==> src/sv/floyd_sample_without_replacement_defines.svh <==
// Assertion macros shared by the Floyd sampler RTL.
// Every macro samples on clk and is disabled while rst is high.
`ifndef FLOYD_SAMPLE_WITHOUT_REPLACEMENT_DEFINES_SVH
`define FLOYD_SAMPLE_WITHOUT_REPLACEMENT_DEFINES_SVH

// General property check.
`define FSW_ASSERT(label, prop, msg) \
  label: assert property (@(posedge clk) disable iff (rst) prop) else $error(msg);

// Same-cycle implication from a condition to a consequence.
`define FSW_ASSERT_IMP(label, ante, cons, msg) \
  label: assert property (@(posedge clk) disable iff (rst) (ante) |-> (cons)) else $error(msg);

`endif

==> src/sv/fsw_pkg.sv <==
// Shared constants, types and helper functions for the Floyd sampler.
// No dependencies; used by fsw_bitmap, fsw_ctrl and the top level.
`timescale 1ns / 1ps
`default_nettype none

package fsw_pkg;

  // Width of the configuration registers and of the internal counters.
  localparam int CNT_W = 13;
  // Width of the emitted index and ordinal.
  localparam int OUT_W = 12;
  // Bitmap row width and the bit-select width within a row.
  localparam int ROW_W = 32;
  localparam int BIT_W = 5;
  // Default population capacity.
  localparam int POP_MAX_DEF = 4096;

  // Item kinds carried in tuser.
  localparam logic MODE_START = 1'b0;
  localparam logic MODE_WORD  = 1'b1;

  // Configuration register indexes.
  localparam logic REG_POP_SIZE    = 1'b0;
  localparam logic REG_SAMPLE_SIZE = 1'b1;

  // Bitmap port control.
  typedef struct packed {
    logic rd;
    logic wr;
  } mem_ctl_t;

  // Smears the leading one downward: gives 2*p-1 where p is the largest
  // power of two not above x.
  function automatic logic [CNT_W-1:0] fsw_smear(input logic [CNT_W-1:0] x);
    logic [CNT_W-1:0] m;
    m = x;
    m = m | (m >> 1);
    m = m | (m >> 2);
    m = m | (m >> 4);
    m = m | (m >> 8);
    return m;
  endfunction

endpackage

`default_nettype wire

==> src/sv/fsw_bitmap.sv <==
// Membership bitmap: rows of ROW_W bits, two registered read ports, one write port.
// Depends on fsw_pkg for the row width and the port control struct.
`timescale 1ns / 1ps
`default_nettype none

module fsw_bitmap import fsw_pkg::*; #(
  parameter int ROWS = 128,
  parameter int RAW  = 7
) (
  input  wire logic             clk,
  input  wire mem_ctl_t         ctl,
  input  wire logic [RAW-1:0]   rd_addr_a,
  input  wire logic [RAW-1:0]   rd_addr_b,
  input  wire logic [RAW-1:0]   wr_addr,
  input  wire logic [ROW_W-1:0] wr_data,
  output logic      [ROW_W-1:0] rd_data_a,
  output logic      [ROW_W-1:0] rd_data_b
);

  logic [ROW_W-1:0] mem [ROWS];

  always_ff @(posedge clk) begin
    if (ctl.wr) begin
      mem[wr_addr] <= wr_data;
    end
  end

  // Read data holds until the next read is issued.
  always_ff @(posedge clk) begin
    if (ctl.rd) begin
      rd_data_a <= mem[rd_addr_a];
      rd_data_b <= mem[rd_addr_b];
    end
  end

endmodule

`default_nettype wire

==> config.mk <==
export PLATFORM = sky130hd
export DESIGN_NAME = fsw_bitmap
export DESIGN_NICKNAME = d
export VERILOG_FILES = /design/src/sv/floyd_sample_without_replacement_defines.svh /design/src/sv/fsw_pkg.sv /design/src/sv/fsw_bitmap.sv
export SDC_FILE = /design/constraint.sdc
export NUM_CORES = 2
export LEC_CHECK = 0
export BUFFER_PORTS_ARGS = -buffer_cell sky130_fd_sc_hd__buf_2
export CAP_MARGIN = 20
export CORE_MARGIN = 8
export CORE_UTILIZATION = 40
export CTS_CLUSTER_SIZE = 10
export DETAILED_ROUTE_END_ITERATION = 7
export PLACE_DENSITY = 0.55
export SETUP_SLACK_MARGIN = 0.5
export SLEW_MARGIN = 20
export SYNTH_ARGS = -nofsm -noshare
export SYNTH_HDL_FRONTEND = slang
export SYNTH_SLANG_ARGS = --single-unit
==> constraint.sdc <==
create_clock -name clk -period 3.5 [get_ports clk]
set_input_delay 0.35 -clock clk [delete_from_list [all_inputs] [get_ports clk]]
set_output_delay 0.35 -clock clk [all_outputs]
set_load 0.05 [all_outputs]
==> impl_metrics.csv <==
group,metric,value,unit
synthesis,synth_top_family_by_area,"multiplexers",
critical_path,reg2reg_slack,0.69,ns
final_layout,final_nets,8512,
worst_hold_path,whs_path_depth,1,
power_and_ir_drop,p_clk_share,39.9,%
status,status,"completed",
synthesis,synth_top_cell_by_area,"edfxtp_1",
global_routing,grt_antenna_before_repair,92,
power_and_ir_drop,p_leak,66.92,nW
synthesis,syn_nets,7757,
sta,slew_violations,0,
sta,min_period,2.916,ns
sta,tightest_slew,1.138,ns
final_layout,syn_to_final_growth,15.92,%
critical_path,worstRegToRegCells,4,
sta,fmaxAchievable,343.0,MHz
final_layout,multiInputGateArea,0.06293,sq mm
clocking,cts_inserted_buffers,471,
synthesis,synth-edff-count,4160,
placement,dp_slack,-0.2913,ns
synthesis,synth_cell_types,16,
placement,place_congestion,0.8210,
routing,dr_total_vias,101000,
floorplan,rows,252,
global_routing,overflow,0,
power_and_ir_drop,p_switching,25.08,mW
floorplan,ioPinCount,120,
critical_path,r2r-end,"rd_data_a[30]",
synthesis,synth_simple_gate_area_share,0.3679,%
sta,rsz0062_at_grt,"false",
floorplan,dieArea,0.4958,sq mm
clocking,htree_levels,5,
job,drv_cap,0,
critical_path,worstPathCellList,"buf_2",
clocking,clk_latency,1.01,ns
critical_path,critical_path.endpoint_type,"output pin",
sta,slew_headroom,24.12,%
global_routing,track_usage,26.49,%
synthesis,syn_inst,7701,
worst_hold_path,hold_class,"primary input to register",
synthesis,synthTopCellsByArea,"edfxtp_1, mux4_2, clkbuf_1, mux2_2, buf_2",
sta,fin_ws,0.5845,ns
power_and_ir_drop,p_int,83.81,mW
power_and_ir_drop,power_density,495.9,mW/mm^2
sta,fin_crit_sh,83.30,%
critical_path,critical_path_arrival,2.57,ns
routing,drt_iter0_drc,15550,
synthesis,muxShareOfSynthArea,32.34,%
synthesis,synth-seq-cells,4160,
critical_path,worstPathMaxFanout,12,
critical_path,cpPeakStageDelay,1.08,ns
synthesis,async_reset_ff_share,0,%
routing,dr.pass1.iters,5,
global_routing,first_global_vias,102800,
synthesis,synth_adder_area_share,0,%
placement,placed_area,0.2063,sq mm
critical_path,path_class,"register to output pin",
sta,tns,0,ns
critical_path,worst_path_dominant_cell_family,"flip-flops",
sta,final.setup_skew,0.03412,ns
synthesis,synth_xor_xnor_area_share,0,%
clocking,cts_root_buf,"clkbuf_16",
clocking,clkTransAtPathRegs,0.05,ns
final_layout,seqCellArea,0.1249,sq mm
power_and_ir_drop,p_seq_share,51.0,%
placement,io_buffers,119,
synthesis,synth_compound_area_share,0,%
critical_path,worst-path-buf-inv,1,
synthesis,synth-main-ff-cell,"edfxtp_1",
final_layout,fillers,37970,
worst_hold_path,min_to,"mem[64][17]",
floorplan,die_w,704.1,um
critical_path,required,3.15,ns
routing,drc,0,
power_and_ir_drop,vdd_ir_drop_max,0.4723,mV
floorplan,die_h,704.1,um
synthesis,yosysMostFrequentCell,"edfxtp_1",
global_routing,grt_pass1_wl,904100,um
clocking,cts_tree,"built",
routing,via_per_inst,6.779,
clocking,cts_sinks,4160,
routing,routed_wl,668200,um
routing,wl_per_cell,44.87,um
final_layout,drive_gt1_share,49.45,%
critical_path,rr_startpoint,"mem[82][30]",
critical_path,cp_slowest_cell,"edfxtp_1",
clocking,clock_path_buffers,4,
sta,setup_viol_count_final,0,
placement,place_hpwl,386900,um
floorplan,core_area,0.4714,sq mm
floorplan,floorplan.initialDensity,40.18,%
synthesis,syn_area_per_cell,24.60,sq um
power_and_ir_drop,combPwrFrac,9.1,%
synthesis,netlist_area,0.1894,sq mm
sta,hold_violations,0,
critical_path,start_kind,"register",
global_routing,grt_max_degree,129,
synthesis,ys_seq_area_share,65.95,%
synthesis,synth_top_area_share,65.95,%
synthesis,yosys-top-cells-count,"edfxtp_1, mux4_2, clkbuf_1, buf_1, nor2_1",
final_layout,fin_area,0.2196,sq mm
power_and_ir_drop,p_sw_share,23.03,%
routing,antenna_left,0,
worst_hold_path,hp-start,"wr_data[17]",
synthesis,yosysWarnings,0,
[how the worst max path moves through the flow]
stage                             start            end  depth (start not counted)
after floorplan                  ctl[0]     mem[98][0]                          3
after global placement     rd_addr_b[0]  rd_data_b[20]                          8
after detailed placement   rd_addr_b[0]  rd_data_b[20]                          8
after CTS                 rd_data_a[21]  rd_data_a[21]                          1
after global routing      rd_data_b[21]  rd_data_b[21]                          1
final                     rd_data_b[28]  rd_data_b[28]                          1
[cell type report]
type | count | area share (%)
sequential | 4160 | 56.89
clock buffer | 567 | 5.590
clock inverter | 56 | 0.1949
antenna | 64 | 0.07294
timing repair buffer | 901 | 5.040
tap | 6223 | 3.546
multi-input combinational | 2922 | 28.66
[logic make-up (layout without fill, tap and decap cells)]
kind of cell  after synthesis  after routing
flops                    4160           4160
buf+inv                   619           1524
simple gates              170            170
other cells                 0             64
mux                      2752           2752
[power by group through the flow]
stage | Combinational [mW] | Sequential [mW] | Clock [mW]
global placement | 9.68 | 56.5 | 0
floorplan | 5.23 | 56.6 | 0
finish | 9.88 | 55.5 | 43.5
global route | 10.3 | 55.5 | 45.8
detailed placement | 9.76 | 56.6 | 0
CTS | 9.82 | 55.5 | 44.1
[routing by layer]
layer  up-vias  GRT usage [%]  part of all wire (%)
met5         -              0                 0.052
met4        50          8.763                   3.8
met3      1195          7.883                    11
met2      6424          41.51                    47
met1     56440          35.65                    38
li1      36840              -                     -
[metrics by stage]
| stage | hold slack (ns) | util [%] | instances | power [mW] |
|---|---|---|---|---|
| after global routing | 0.04975 | 46.55 | 14840 | 111.6 |
| after global placement | 0.8118 | 43.75 | 14170 | 66.22 |
| after CTS | 0.001907 | 46.51 | 14820 | 109.4 |
| after floorplan | 0.4489 | - | 7701 | 61.83 |
| after detailed placement | 0.8296 | 43.76 | 14170 | 66.32 |
| final | 0.1183 | 46.58 | 14890 | 108.9 |
[layout by cell type (no fill, tap or decap)]
master / instances
buf_16: 4
nand2_1: 14
clkinv_16: 2
nor3_2: 3
nor3_4: 6
inv_16: 4
clkinv_2: 9
buf_12: 339
clkinvlp_4: 1
buf_2: 72
inv_6: 11
buf_6: 6
diode_2: 64
buf_4: 440
clkinv_1: 26
or3_1: 1
mux4_2: 2688
buf_8: 6
nand2b_1: 2
nor2b_1: 7
clkinv_8: 2
mux2_2: 64
nand4_1: 3
clkbuf_8: 2
nor2_4: 119
clkbuf_1: 90
edfxtp_1: 4160
nor2_1: 3
clkinv_4: 1
dlygate4sd3_1: 32
clkbuf_16: 477
nand3_1: 12
[flip-flops by register name, summed over array words and instances, names as in the netlist]
signal and count:
mem 4096, rd_data_a 32, rd_data_b 32
[what timing repair did]
action                                   CTS  global route
hold endpoints to repair                1041           257
setup buffers                              0             0
hold buffers                              25             7
endpoints found under the setup margin     0             0
gates resized for setup                    0             0
No activity file was read; power rests on OpenSTA's default activity.
