File: config.mk
export PLATFORM = sky130hd
export DESIGN_NAME = fsw_ctrl
export DESIGN_NICKNAME = d
export VERILOG_FILES = /design/src/sv/fsw_pkg.sv /design/src/sv/fsw_ctrl.sv
export VERILOG_INCLUDE_DIRS = /design/src /design/src/sv
export SDC_FILE = /design/constraint.sdc
export NUM_CORES = 1
export LEC_CHECK = 0
export BUFFER_PORTS_ARGS = -buffer_cell sky130_fd_sc_hd__buf_4
export CAP_MARGIN = 25
export CELL_PAD_IN_SITES_DETAIL_PLACEMENT = 0
export CELL_PAD_IN_SITES_GLOBAL_PLACEMENT = 1
export CORE_MARGIN = 2
export CORE_UTILIZATION = 42
export CTS_CLUSTER_DIAMETER = 150
export DETAILED_ROUTE_END_ITERATION = 7
export HOLD_SLACK_MARGIN = 0.05
export PLACE_DENSITY = 0.95
export SLEW_MARGIN = 20
export SYNTH_ARGS = -nofsm -noshare
export SYNTH_HDL_FRONTEND = slang
export SYNTH_SLANG_ARGS = --single-unit
File: constraint.sdc
create_clock -name clk -period 9 [get_ports clk]
set_clock_uncertainty 0.2 [all_clocks]
set_input_delay 1.8 -clock clk [delete_from_list [all_inputs] [get_ports clk]]
set_output_delay 1.8 -clock clk [all_outputs]
set_load 0.05 [all_outputs]
File: src/sv/floyd_sample_without_replacement_defines.svh
// Assertion macros shared by the Floyd sampler RTL.
// Every macro samples on clk and is disabled while rst is high.
`ifndef FLOYD_SAMPLE_WITHOUT_REPLACEMENT_DEFINES_SVH
`define FLOYD_SAMPLE_WITHOUT_REPLACEMENT_DEFINES_SVH

// General property check.
`define FSW_ASSERT(label, prop, msg) \
  label: assert property (@(posedge clk) disable iff (rst) prop) else $error(msg);

// Same-cycle implication from a condition to a consequence.
`define FSW_ASSERT_IMP(label, ante, cons, msg) \
  label: assert property (@(posedge clk) disable iff (rst) (ante) |-> (cons)) else $error(msg);

`endif

File: src/sv/fsw_pkg.sv
// Shared constants, types and helper functions for the Floyd sampler.
// No dependencies; used by fsw_bitmap, fsw_ctrl and the top level.
`timescale 1ns / 1ps
`default_nettype none

package fsw_pkg;

  // Width of the configuration registers and of the internal counters.
  localparam int CNT_W = 13;
  // Width of the emitted index and ordinal.
  localparam int OUT_W = 12;
  // Bitmap row width and the bit-select width within a row.
  localparam int ROW_W = 32;
  localparam int BIT_W = 5;
  // Default population capacity.
  localparam int POP_MAX_DEF = 4096;

  // Item kinds carried in tuser.
  localparam logic MODE_START = 1'b0;
  localparam logic MODE_WORD  = 1'b1;

  // Configuration register indexes.
  localparam logic REG_POP_SIZE    = 1'b0;
  localparam logic REG_SAMPLE_SIZE = 1'b1;

  // Bitmap port control.
  typedef struct packed {
    logic rd;
    logic wr;
  } mem_ctl_t;

  // Smears the leading one downward: gives 2*p-1 where p is the largest
  // power of two not above x.
  function automatic logic [CNT_W-1:0] fsw_smear(input logic [CNT_W-1:0] x);
    logic [CNT_W-1:0] m;
    m = x;
    m = m | (m >> 1);
    m = m | (m >> 2);
    m = m | (m >> 4);
    m = m | (m >> 8);
    return m;
  endfunction

endpackage

`default_nettype wire

File: src/sv/fsw_ctrl.sv
// Run control for the Floyd sampler: start handling, clearing pass, word draws
// and the output register. Depends on fsw_pkg and drives the fsw_bitmap ports.
`timescale 1ns / 1ps
`default_nettype none
`include "floyd_sample_without_replacement_defines.svh"

module fsw_ctrl import fsw_pkg::*; #(
  parameter int POP_MAX = POP_MAX_DEF,
  parameter int ROWS    = 128,
  parameter int RAW     = 7
) (
  input  wire logic             clk,
  input  wire logic             rst,
  input  wire logic [CNT_W-1:0] pop_size,
  input  wire logic [CNT_W-1:0] sample_size,
  input  wire logic             s_tvalid,
  output logic                  s_tready,
  input  wire logic             s_mode,
  input  wire logic [31:0]      s_word,
  output logic                  m_tvalid,
  input  wire logic             m_tready,
  output logic      [OUT_W-1:0] m_value,
  output logic      [OUT_W-1:0] m_ordinal,
  output logic                  m_last,
  output mem_ctl_t              mem_ctl,
  output logic      [RAW-1:0]   rd_addr_a,
  output logic      [RAW-1:0]   rd_addr_b,
  output logic      [RAW-1:0]   wr_addr,
  output logic      [ROW_W-1:0] wr_data,
  input  wire logic [ROW_W-1:0] rd_data_a,
  input  wire logic [ROW_W-1:0] rd_data_b
);

  localparam logic [CNT_W-1:0] POP_LIM =
    CNT_W'((POP_MAX > (1 << CNT_W) - 1) ? (1 << CNT_W) - 1 : POP_MAX);

  typedef enum logic [1:0] {S_IDLE, S_CLEAR, S_WR} state_t;

  state_t           state;
  logic             run_active;
  logic [CNT_W-1:0] run_pop;
  logic [CNT_W-1:0] cand;
  logic [CNT_W-1:0] taken;
  logic [CNT_W-1:0] r_q;
  logic [RAW-1:0]   clr_row;

  logic             accept;
  logic             live;
  logic             draw;
  logic             out_free;
  logic             commit;
  logic             hit;
  logic [CNT_W-1:0] bound;
  logic [CNT_W-1:0] r;
  logic [CNT_W-1:0] chosen;
  logic [CNT_W-1:0] p_eff;
  logic [CNT_W-1:0] m_eff;
  logic [ROW_W-1:0] row_set;

  always_comb begin
    s_tready = (state == S_IDLE);
    accept   = s_tvalid && s_tready;
    bound    = cand + 1'b1;
    r        = s_word[CNT_W-1:0] & fsw_smear(bound);
    live     = run_active && (cand < run_pop);
    draw     = accept && (s_mode == MODE_WORD) && live && (r < bound);
    out_free = !m_tvalid || m_tready;
    commit   = (state == S_WR) && out_free;

    p_eff = (pop_size > POP_LIM) ? POP_LIM : pop_size;
    m_eff = (sample_size > p_eff) ? p_eff : sample_size;

    // A drawn value already in the set is replaced by the candidate.
    hit     = rd_data_a[r_q[BIT_W-1:0]];
    chosen  = hit ? cand : r_q;
    row_set = (hit ? rd_data_b : rd_data_a) | (ROW_W'(1) << chosen[BIT_W-1:0]);

    mem_ctl.rd = draw;
    mem_ctl.wr = (state == S_CLEAR) || commit;
    rd_addr_a  = RAW'(r >> BIT_W);
    rd_addr_b  = RAW'(cand >> BIT_W);
    wr_addr    = (state == S_CLEAR) ? clr_row : RAW'(chosen >> BIT_W);
    wr_data    = (state == S_CLEAR) ? '0 : row_set;
  end

  always_ff @(posedge clk) begin
    if (rst) begin
      state      <= S_IDLE;
      run_active <= 1'b0;
      run_pop    <= '0;
      cand       <= '0;
      taken      <= '0;
      clr_row    <= '0;
      m_tvalid   <= 1'b0;
    end else begin
      // A beat taken by the receiver frees the output register unless a new
      // index is loaded into it in the same cycle.
      if (m_tready && !commit) begin
        m_tvalid <= 1'b0;
      end
      case (state)
        S_IDLE: begin
          if (accept && s_mode == MODE_START) begin
            run_pop    <= p_eff;
            cand       <= p_eff - m_eff;
            taken      <= '0;
            run_active <= (m_eff != '0);
            clr_row    <= '0;
            state      <= S_CLEAR;
          end else if (accept && !live) begin
            run_active <= 1'b0;
          end else if (draw) begin
            state <= S_WR;
          end
        end
        S_CLEAR: begin
          clr_row <= clr_row + 1'b1;
          if (clr_row == RAW'(ROWS - 1)) begin
            state <= S_IDLE;
          end
        end
        S_WR: begin
          if (commit) begin
            m_tvalid  <= 1'b1;
            m_value   <= chosen[OUT_W-1:0];
            m_ordinal <= taken[OUT_W-1:0];
            m_last    <= (bound == run_pop);
            taken     <= taken + 1'b1;
            cand      <= bound;
            if (bound >= run_pop) begin
              run_active <= 1'b0;
            end
            state <= S_IDLE;
          end
        end
        default: begin
          state <= S_IDLE;
        end
      endcase
    end
  end

  // Drawn word is held for the write-back cycle.
  always_ff @(posedge clk) begin
    if (draw) begin
      r_q <= r;
    end
  end

  `FSW_ASSERT_IMP(a_idle_no_write, state == S_IDLE, !mem_ctl.wr, "bitmap written while idle")
  `FSW_ASSERT_IMP(a_run_in_range, run_active, cand < run_pop, "active run past population")
  `FSW_ASSERT(a_commit_counts, commit |=> (taken == $past(taken) + 1'b1), "ordinal skipped")
  `FSW_ASSERT(a_out_from_wr, $rose(m_tvalid) |-> $past(state == S_WR), "result not from draw")
  `FSW_ASSERT(a_start_clears, (accept && s_mode == MODE_START) |=> (state == S_CLEAR), "no clear")

endmodule

`default_nettype wire

==> impl_results.md, run 1 <==
- Run status: finished, final reports clean
- Max-cap violations: 0
- Total CTS buffers: 9
- Syn Inst Count: 880
- Setup violations, final: 0
- Fmax: 0.142 GHz
- Top area cells in the synthesized netlist: sky130_fd_sc_hd__edfxtp_1 (15%), sky130_fd_sc_hd__dfxtp_1 (13%), sky130_fd_sc_hd__ha_1 (11%)
- Area of placed instances: ~8700 um^2
- Design area: roughly 9000 um^2
- Count of H-tree levels built during CTS: 3
- Period utilisation layout: 0.782
- Die Wd: 136 um
- Clock tree from TritonCTS: yes
- Antenna diode count: 0
- Multi-input gate area in the final layout: 4650 um^2
- Number of slew-limit violations in the final report: 0
- Hold buffer count at CTS: 0
- Required time of the critical path: 7.00 ns
- Net count, final: 1221
- Sinks on the clock net: 86
- Synth area leader: sky130_fd_sc_hd__edfxtp_1
- Net count after synthesis: approximately 1100
- Sum of overflow across all layers after global routing: 0
- Final count of hold timing violations: 0
- Share of synthesized flip-flops with an asynchronous set or reset: 0
- Number of distinct standard cells referenced by the synthesized netlist: 65
- Worst Setup Path Type: reg2out
- Setup slack of the most critical reg-to-reg path: 3.77 ns
- Number of antenna violations at the first check in global routing: 0
- Power per cell area: 149 nW/um^2
- Clock transition at the register clock pins on the worst setup and hold paths after CTS: 0.07 ns
- Footprint of the flip-flops and latches: around 2100 um^2
- Critical Path Sink Type: output port
- Commonest cells after routing, fill and taps aside: sky130_fd_sc_hd__buf_4 (196), sky130_fd_sc_hd__nor2_1 (100), sky130_fd_sc_hd__nand2_1 (89)
- Routed vias/inst: 5.47
- Number of enable flip-flop cells after synthesis: 37
- Mapped Area: 7300 um^2
- Critical path launch point type: register
- Post-synthesis sequential area ratio: 0.287
- Area inside the core boundary: roughly 17000 um^2
- Largest net degree at the start of global routing: 60
- Routed WL per cell: 16.5 um
- Total of buffers placed on input and output ports: approximately 190
- Number of nets with antenna violations after detailed routing: 0
- Final setup slack of the worst path: between 1.5 and 2 ns
- Leakage Power: 3.79 nW
- Sum Neg Setup Slack: 0 ns
- Number of detailed-route iterations in the first pass: 5
- Wire length of the first global-routing pass: 32600 um
- Most common library cell in the layout ignoring fill and taps: sky130_fd_sc_hd__buf_4
- Max transition margin: 0.396
- HPWL after detailed placement: 16300 um
- Final GP Congestion: ~0.87
- Setup repair after global routing missed its margin: no
- Number of placement rows: 48
- Signal arrival time at the worst endpoint: approximately 5.0 ns
- Max Fanout on Critical Path: 14
- Worst VDD drop: 105 uV
- Skew-Pair Late Insertion Delay: approximately 0.35 ns
- Fraction of final layout cells sized beyond drive strength 1: 0.229
- Effective utilization at floorplan: 0.426
- Root buffer cell: sky130_fd_sc_hd__clkbuf_16
- Number of global-route vias before repair: roughly 6500
- Crit path time final: between 7 and 8 ns
- Drt total wl: approximately 21000 um
- Max Buffers Root-to-Sink: 2
- I/O pin cnt: 209
- Post-CTS Resized: 0
- Yosys top cell area share: 0.152
- Signed area change from the synthesized netlist to the final layout: 23.1%
- Die area: 18400 um^2
- Post-CTS setup-driven buffer insertion count: 0
- Vias: 6887
- Number of synthesized register bits: 86
- Overall die height: ~140 um
- Drc violations: 0
- Fill cell total of the finished layout: 1661
- Type of the most critical hold path: reg2reg
- Mapped Avg Cell Area: 8.29 um^2
- Post-Place Setup Slack: just under 2 ns
- Worst-Margin Slew: ~0.9 ns
- Combined global-route utilization of all metal layers: 0.222
- Top_reg_cell synth: sky130_fd_sc_hd__dfxtp_1
- Number of warnings printed during yosys synthesis: 0
- Iter 0 DRT Violations: 473
-- layer usage --
metal	part of all wire	track usage	vias to the layer above
li1	-	-	3455
met1	0.45	0.293	3237
met2	0.49	0.380	174
met3	0.051	0.0425	21
met4	0.012	0.0451	0
met5	0	0	-
-- flip-flops by register name, indices dropped and copies added, names as in the netlist, 2 cells and up --
signal,cells
cand,13
run_pop,13
m_ordinal,12
m_value,12
r_q,12
taken,12
clr_row,7
state,2
-- logic make-up (layout without fill, tap and decap cells) --
logic type / Yosys count / count (layout) / share of synthesized area
XOR/XNOR: 25 / 25 / 0.0300
multiplexers: 61 / 61 / 0.104
flip-flops: 86 / 86 / 0.287
buffers and inverters: 109 / 262 / 0.0766
adder cells (fa/ha/maj): 66 / 66 / 0.114
AO/OA/AOI/OAI: 205 / 205 / 0.176
AND/OR/NAND/NOR: 328 / 328 / 0.212
-- worst paths after layout --
| path | startpoint | end | cells after the start |
|---|---|---|---|
| setup reg to reg | cand[0] | r_q[3] | 18 |
| hold reg to reg | run_pop[6] | run_pop[6] | 2 |
| hold / removal | run_pop[6] | run_pop[6] | 2 |
| setup / recovery | cand[0] | mem_ctl[1] | 18 |
-- layout make-up --
| cell class | instances | area share |
|---|---|---|
| clock buffers | 9 | 0.0251 |
| clock inverters | 7 | 0.00836 |
| flip-flops and latches | 86 | 0.233 |
| inverters | 50 | 0.0209 |
| multi-input cells | 685 | 0.518 |
| well taps | 225 | 0.0313 |
| repair buffers | 196 | 0.164 |
-- worst max-delay path, cell delays in order, from the launching register on --
cell	delay [ns]
sky130_fd_sc_hd__dfxtp_1	0.70
sky130_fd_sc_hd__ha_1	0.43
sky130_fd_sc_hd__and4_1	0.23
sky130_fd_sc_hd__nand3_1	0.12
sky130_fd_sc_hd__xnor2_1	0.28
sky130_fd_sc_hd__nor3_1	0.48
sky130_fd_sc_hd__nand2_1	0.18
sky130_fd_sc_hd__nor3_1	0.24
sky130_fd_sc_hd__nand2_1	0.15
sky130_fd_sc_hd__o21a_1	0.22
sky130_fd_sc_hd__ha_1	0.31
sky130_fd_sc_hd__a21o_1	0.18
sky130_fd_sc_hd__a21o_1	0.16
sky130_fd_sc_hd__a21oi_1	0.18
sky130_fd_sc_hd__o21ai_0	0.10
sky130_fd_sc_hd__a21oi_1	0.12
sky130_fd_sc_hd__o211ai_1	0.10
sky130_fd_sc_hd__a21oi_1	0.26
sky130_fd_sc_hd__buf_4	0.26
-- cells in the mapped netlist (all sizes together), types with 2 or more instances --
cell / instances
nor2: 101
nand2: 89
a21oi: 76
ha: 65
inv: 50
dfxtp: 49
mux2i: 41
o21ai: 39
edfxtp: 37
buf: 33
clkbuf: 26
nand3: 26
o22ai: 26
nor3: 21
nor2b: 19
xnor2: 17
nand4: 14
mux2: 12
nand2b: 12
o21a: 12
a211oi: 11
and2: 10
and3: 8
mux4: 8
xor2: 8
o211ai: 7
nor4: 6
a21o: 5
a31oi: 5
nand3b: 5
a211o: 4
o31ai: 4
or2: 4
and4: 3
or3: 3
a2111oi: 2
a22oi: 2
a311oi: 2
a32oi: 2
nor3b: 2
o311ai: 2
or4: 2
-- where the power goes --
| group | switching [mW] | internal (mW) | total, mW |
|---|---|---|---|
| combinational | 0.324 | 0.201 | 0.525 |
| clock | 0.176 | 0.197 | 0.373 |
| sequential | 0.0211 | 0.417 | 0.438 |
-- metrics by stage --
step / util / instances / power, mW / hold slack, ns
after floorplan: - / 880 / 0.821 / 0.222
after global placement: 0.507 / 1242 / 0.962 / 0.233
after detailed placement: 0.507 / 1242 / 0.968 / 0.248
after CTS: 0.525 / 1258 / 1.34 / 0.257
after global routing: 0.525 / 1258 / 1.41 / 0.273
final: 0.525 / 1258 / 1.34 / 0.255
Note: power is estimated with default switching activity, not from simulation.
==> inputs of run 2 (changes only) <==
- CORE_UTILIZATION: 42 -> 39
- PLACE_DENSITY: 0.95 -> 0.9
- clock period: 9 -> 7 ns (I/O delays scaled with it)
==> impl_results.md, run 2 (synthesis gave the netlist of run 1 again) <==
- Final GP Congestion: between 0.8 and 0.9
- Total of buffers placed on input and output ports: approximately 190
- Max Buffers Root-to-Sink: 2
- Number of antenna violations at the first check in global routing: 0
- Number of slew-limit violations in the final report: 0
- Number of detailed-route iterations in the first pass: 5
- Cell breakdown of the critical path: ha_1 -> and4_1 -> nand3_1 -> xnor2_1 -> nor3_1 -> buf_4 -> nand2_1 -> nor3_1 -> nand2_1 -> o21a_1 -> ha_1 -> a21o_1 -> a21o_1 -> a21oi_1 -> o21ai_0 -> a21oi_1 -> o211ai_1 -> a21oi_1 -> buf_4
- Signal arrival time at the worst endpoint: ~4.8 ns
- Leakage Power: 3.81 nW
- Multi-input gate area in the final layout: 4650 um^2
- Clock transition at the register clock pins on the worst setup and hold paths after CTS: around 0.070 ns
- Final setup slack of the worst path: 0.606 ns
- Vias: 6889
- Max Fanout on Critical Path: 12
- Area inside the core boundary: between 15000 and 20000 um^2
- Effective utilization at floorplan: 0.394
- Worst Setup Path Type: reg2out
- Clock tree from TritonCTS: yes
- Die area: 19800 um^2
- Required time of the critical path: 5.40 ns
- Post-Place Setup Slack: between 0.5 and 0.6 ns
- Placed instance count: 1255
- Total CTS buffers: 9
- Most common library cell in the layout ignoring fill and taps: sky130_fd_sc_hd__buf_4
- Type of the most critical hold path: reg2reg
- Skew-Pair Late Insertion Delay: 0.35 ns
- Antenna diode count: 0
- Period utilisation layout: 0.913
- Iter 0 DRT Violations: 411
- Footprint of the flip-flops and latches: 2090 um^2
- Power per cell area: around 190 nW/um^2
- Count of H-tree levels built during CTS: 3
- Post-CTS Resized: 0
- Max-cap violations: 0
- Final count of hold timing violations: 0
- Number of nets with antenna violations after detailed routing: 0
- Signed area change from the synthesized netlist to the final layout: 23.6%
- Top flop regs: cand (13), run_pop (13)
- Sum of overflow across all layers after global routing: 0
- Critical Path Sink Type: output port
- Drt total wl: around 21000 um
- Setup violations, final: 0
- Wire length of the first global-routing pass: 33700 um
- Commonest cells after routing, fill and taps aside: sky130_fd_sc_hd__buf_4 (200), sky130_fd_sc_hd__nor2_1 (100), sky130_fd_sc_hd__nand2_1 (89)
- Run status: finished, final reports clean
- Critical path launch point type: register
- Worst VDD drop: 134 uV
- Overall Power: around 1.7 mW
- Die Wd: 141 um
- Routed WL per cell: around 17 um
- Overall die height: 141 um
- Fraction of final layout cells sized beyond drive strength 1: 0.232
- Worst-Margin Slew: 0.780 ns
- Crit path time final: 6.39 ns
- Crit-path slowest cell: sky130_fd_sc_hd__dfxtp_1
- Hold buffer count at CTS: 0
- Drc violations: 0
- Fmax: 0.156 GHz
- Max transition margin: 0.467
- Setup repair after global routing missed its margin: no
- Most common cell on crit path: sky130_fd_sc_hd__a21oi_1
- Fill cell total of the finished layout: 1850
- CP max stage delay: 0.64 ns
- Post-CTS setup-driven buffer insertion count: 0
- Sum Neg Setup Slack: 0 ns
- Root buffer cell: sky130_fd_sc_hd__clkbuf_16
- Net count, final: ~1200
- I/O pin cnt: between 200 and 250
- Combined global-route utilization of all metal layers: 0.211
- HPWL after detailed placement: 16800 um
- Sinks on the clock net: 86
- Routed vias/inst: roughly 5.4
- Largest net degree at the start of global routing: 47
- Number of placement rows: 50
- Final cell count without fillers: approximately 1300
- Number of global-route vias before repair: 6607
-- run 2: cell types whose count changed in the layout (fill, tap and decap cells not counted), sizes merged --
cell,change
clkinvlp,-1
inv,+1
buf,+4
-- run 2: path summary, 6_finish.rpt --
path              cells past startpoint        from  slack [ns]          to
setup reg to reg                     19     cand[1]        2.02      r_q[1]
hold reg to reg                       2  run_pop[5]        0.26  run_pop[5]
hold / removal                        2  run_pop[5]        0.26  run_pop[5]
setup / recovery                     19     cand[1]        0.61  mem_ctl[1]
-- run 2: power by group --
group          switching, mW  total (mW)  leakage [nW]  internal (mW)
combinational          0.419       0.680          2.96          0.261
clock                  0.225       0.477         0.145          0.251
sequential            0.0246       0.561         0.709          0.537
-- run 2: metrics by stage --
step / hold slack (ns) / utilization / instance area (um^2)
after global placement: 0.233 / 0.471 / 8730
after global routing: 0.275 / 0.487 / 9020
after CTS: 0.257 / 0.487 / 9020
after detailed placement: 0.247 / 0.471 / 8730
after floorplan: 0.222 / - / 7300
final: 0.258 / 0.487 / 9020
-- run 2: layout make-up --
| cell class | instances | area share |
|---|---|---|
| multi-input cells | 685 | 0.516 |
| flip-flops and latches | 86 | 0.232 |
| repair buffers | 200 | 0.167 |
| well taps | 234 | 0.0325 |
| clock buffers | 9 | 0.0250 |
| inverters | 50 | 0.0208 |
| clock inverters | 7 | 0.00735 |
-- run 2: metal layers --
metal	wire length [um]	GRT usage
met2	10600	0.373
met1	9190	0.266
met4	280	0.0526
met3	1330	0.0387
met5	0	0
-- run 2: worst max-delay path: cells and delay by family, from the launching register on --
family          cells  cell delay (ns)
flops               1             0.64
buf+inv             2             0.42
xor+xnor            1             0.29
simple gates        6             1.04
compound gates      8             1.32
fa+ha+maj           2             0.74
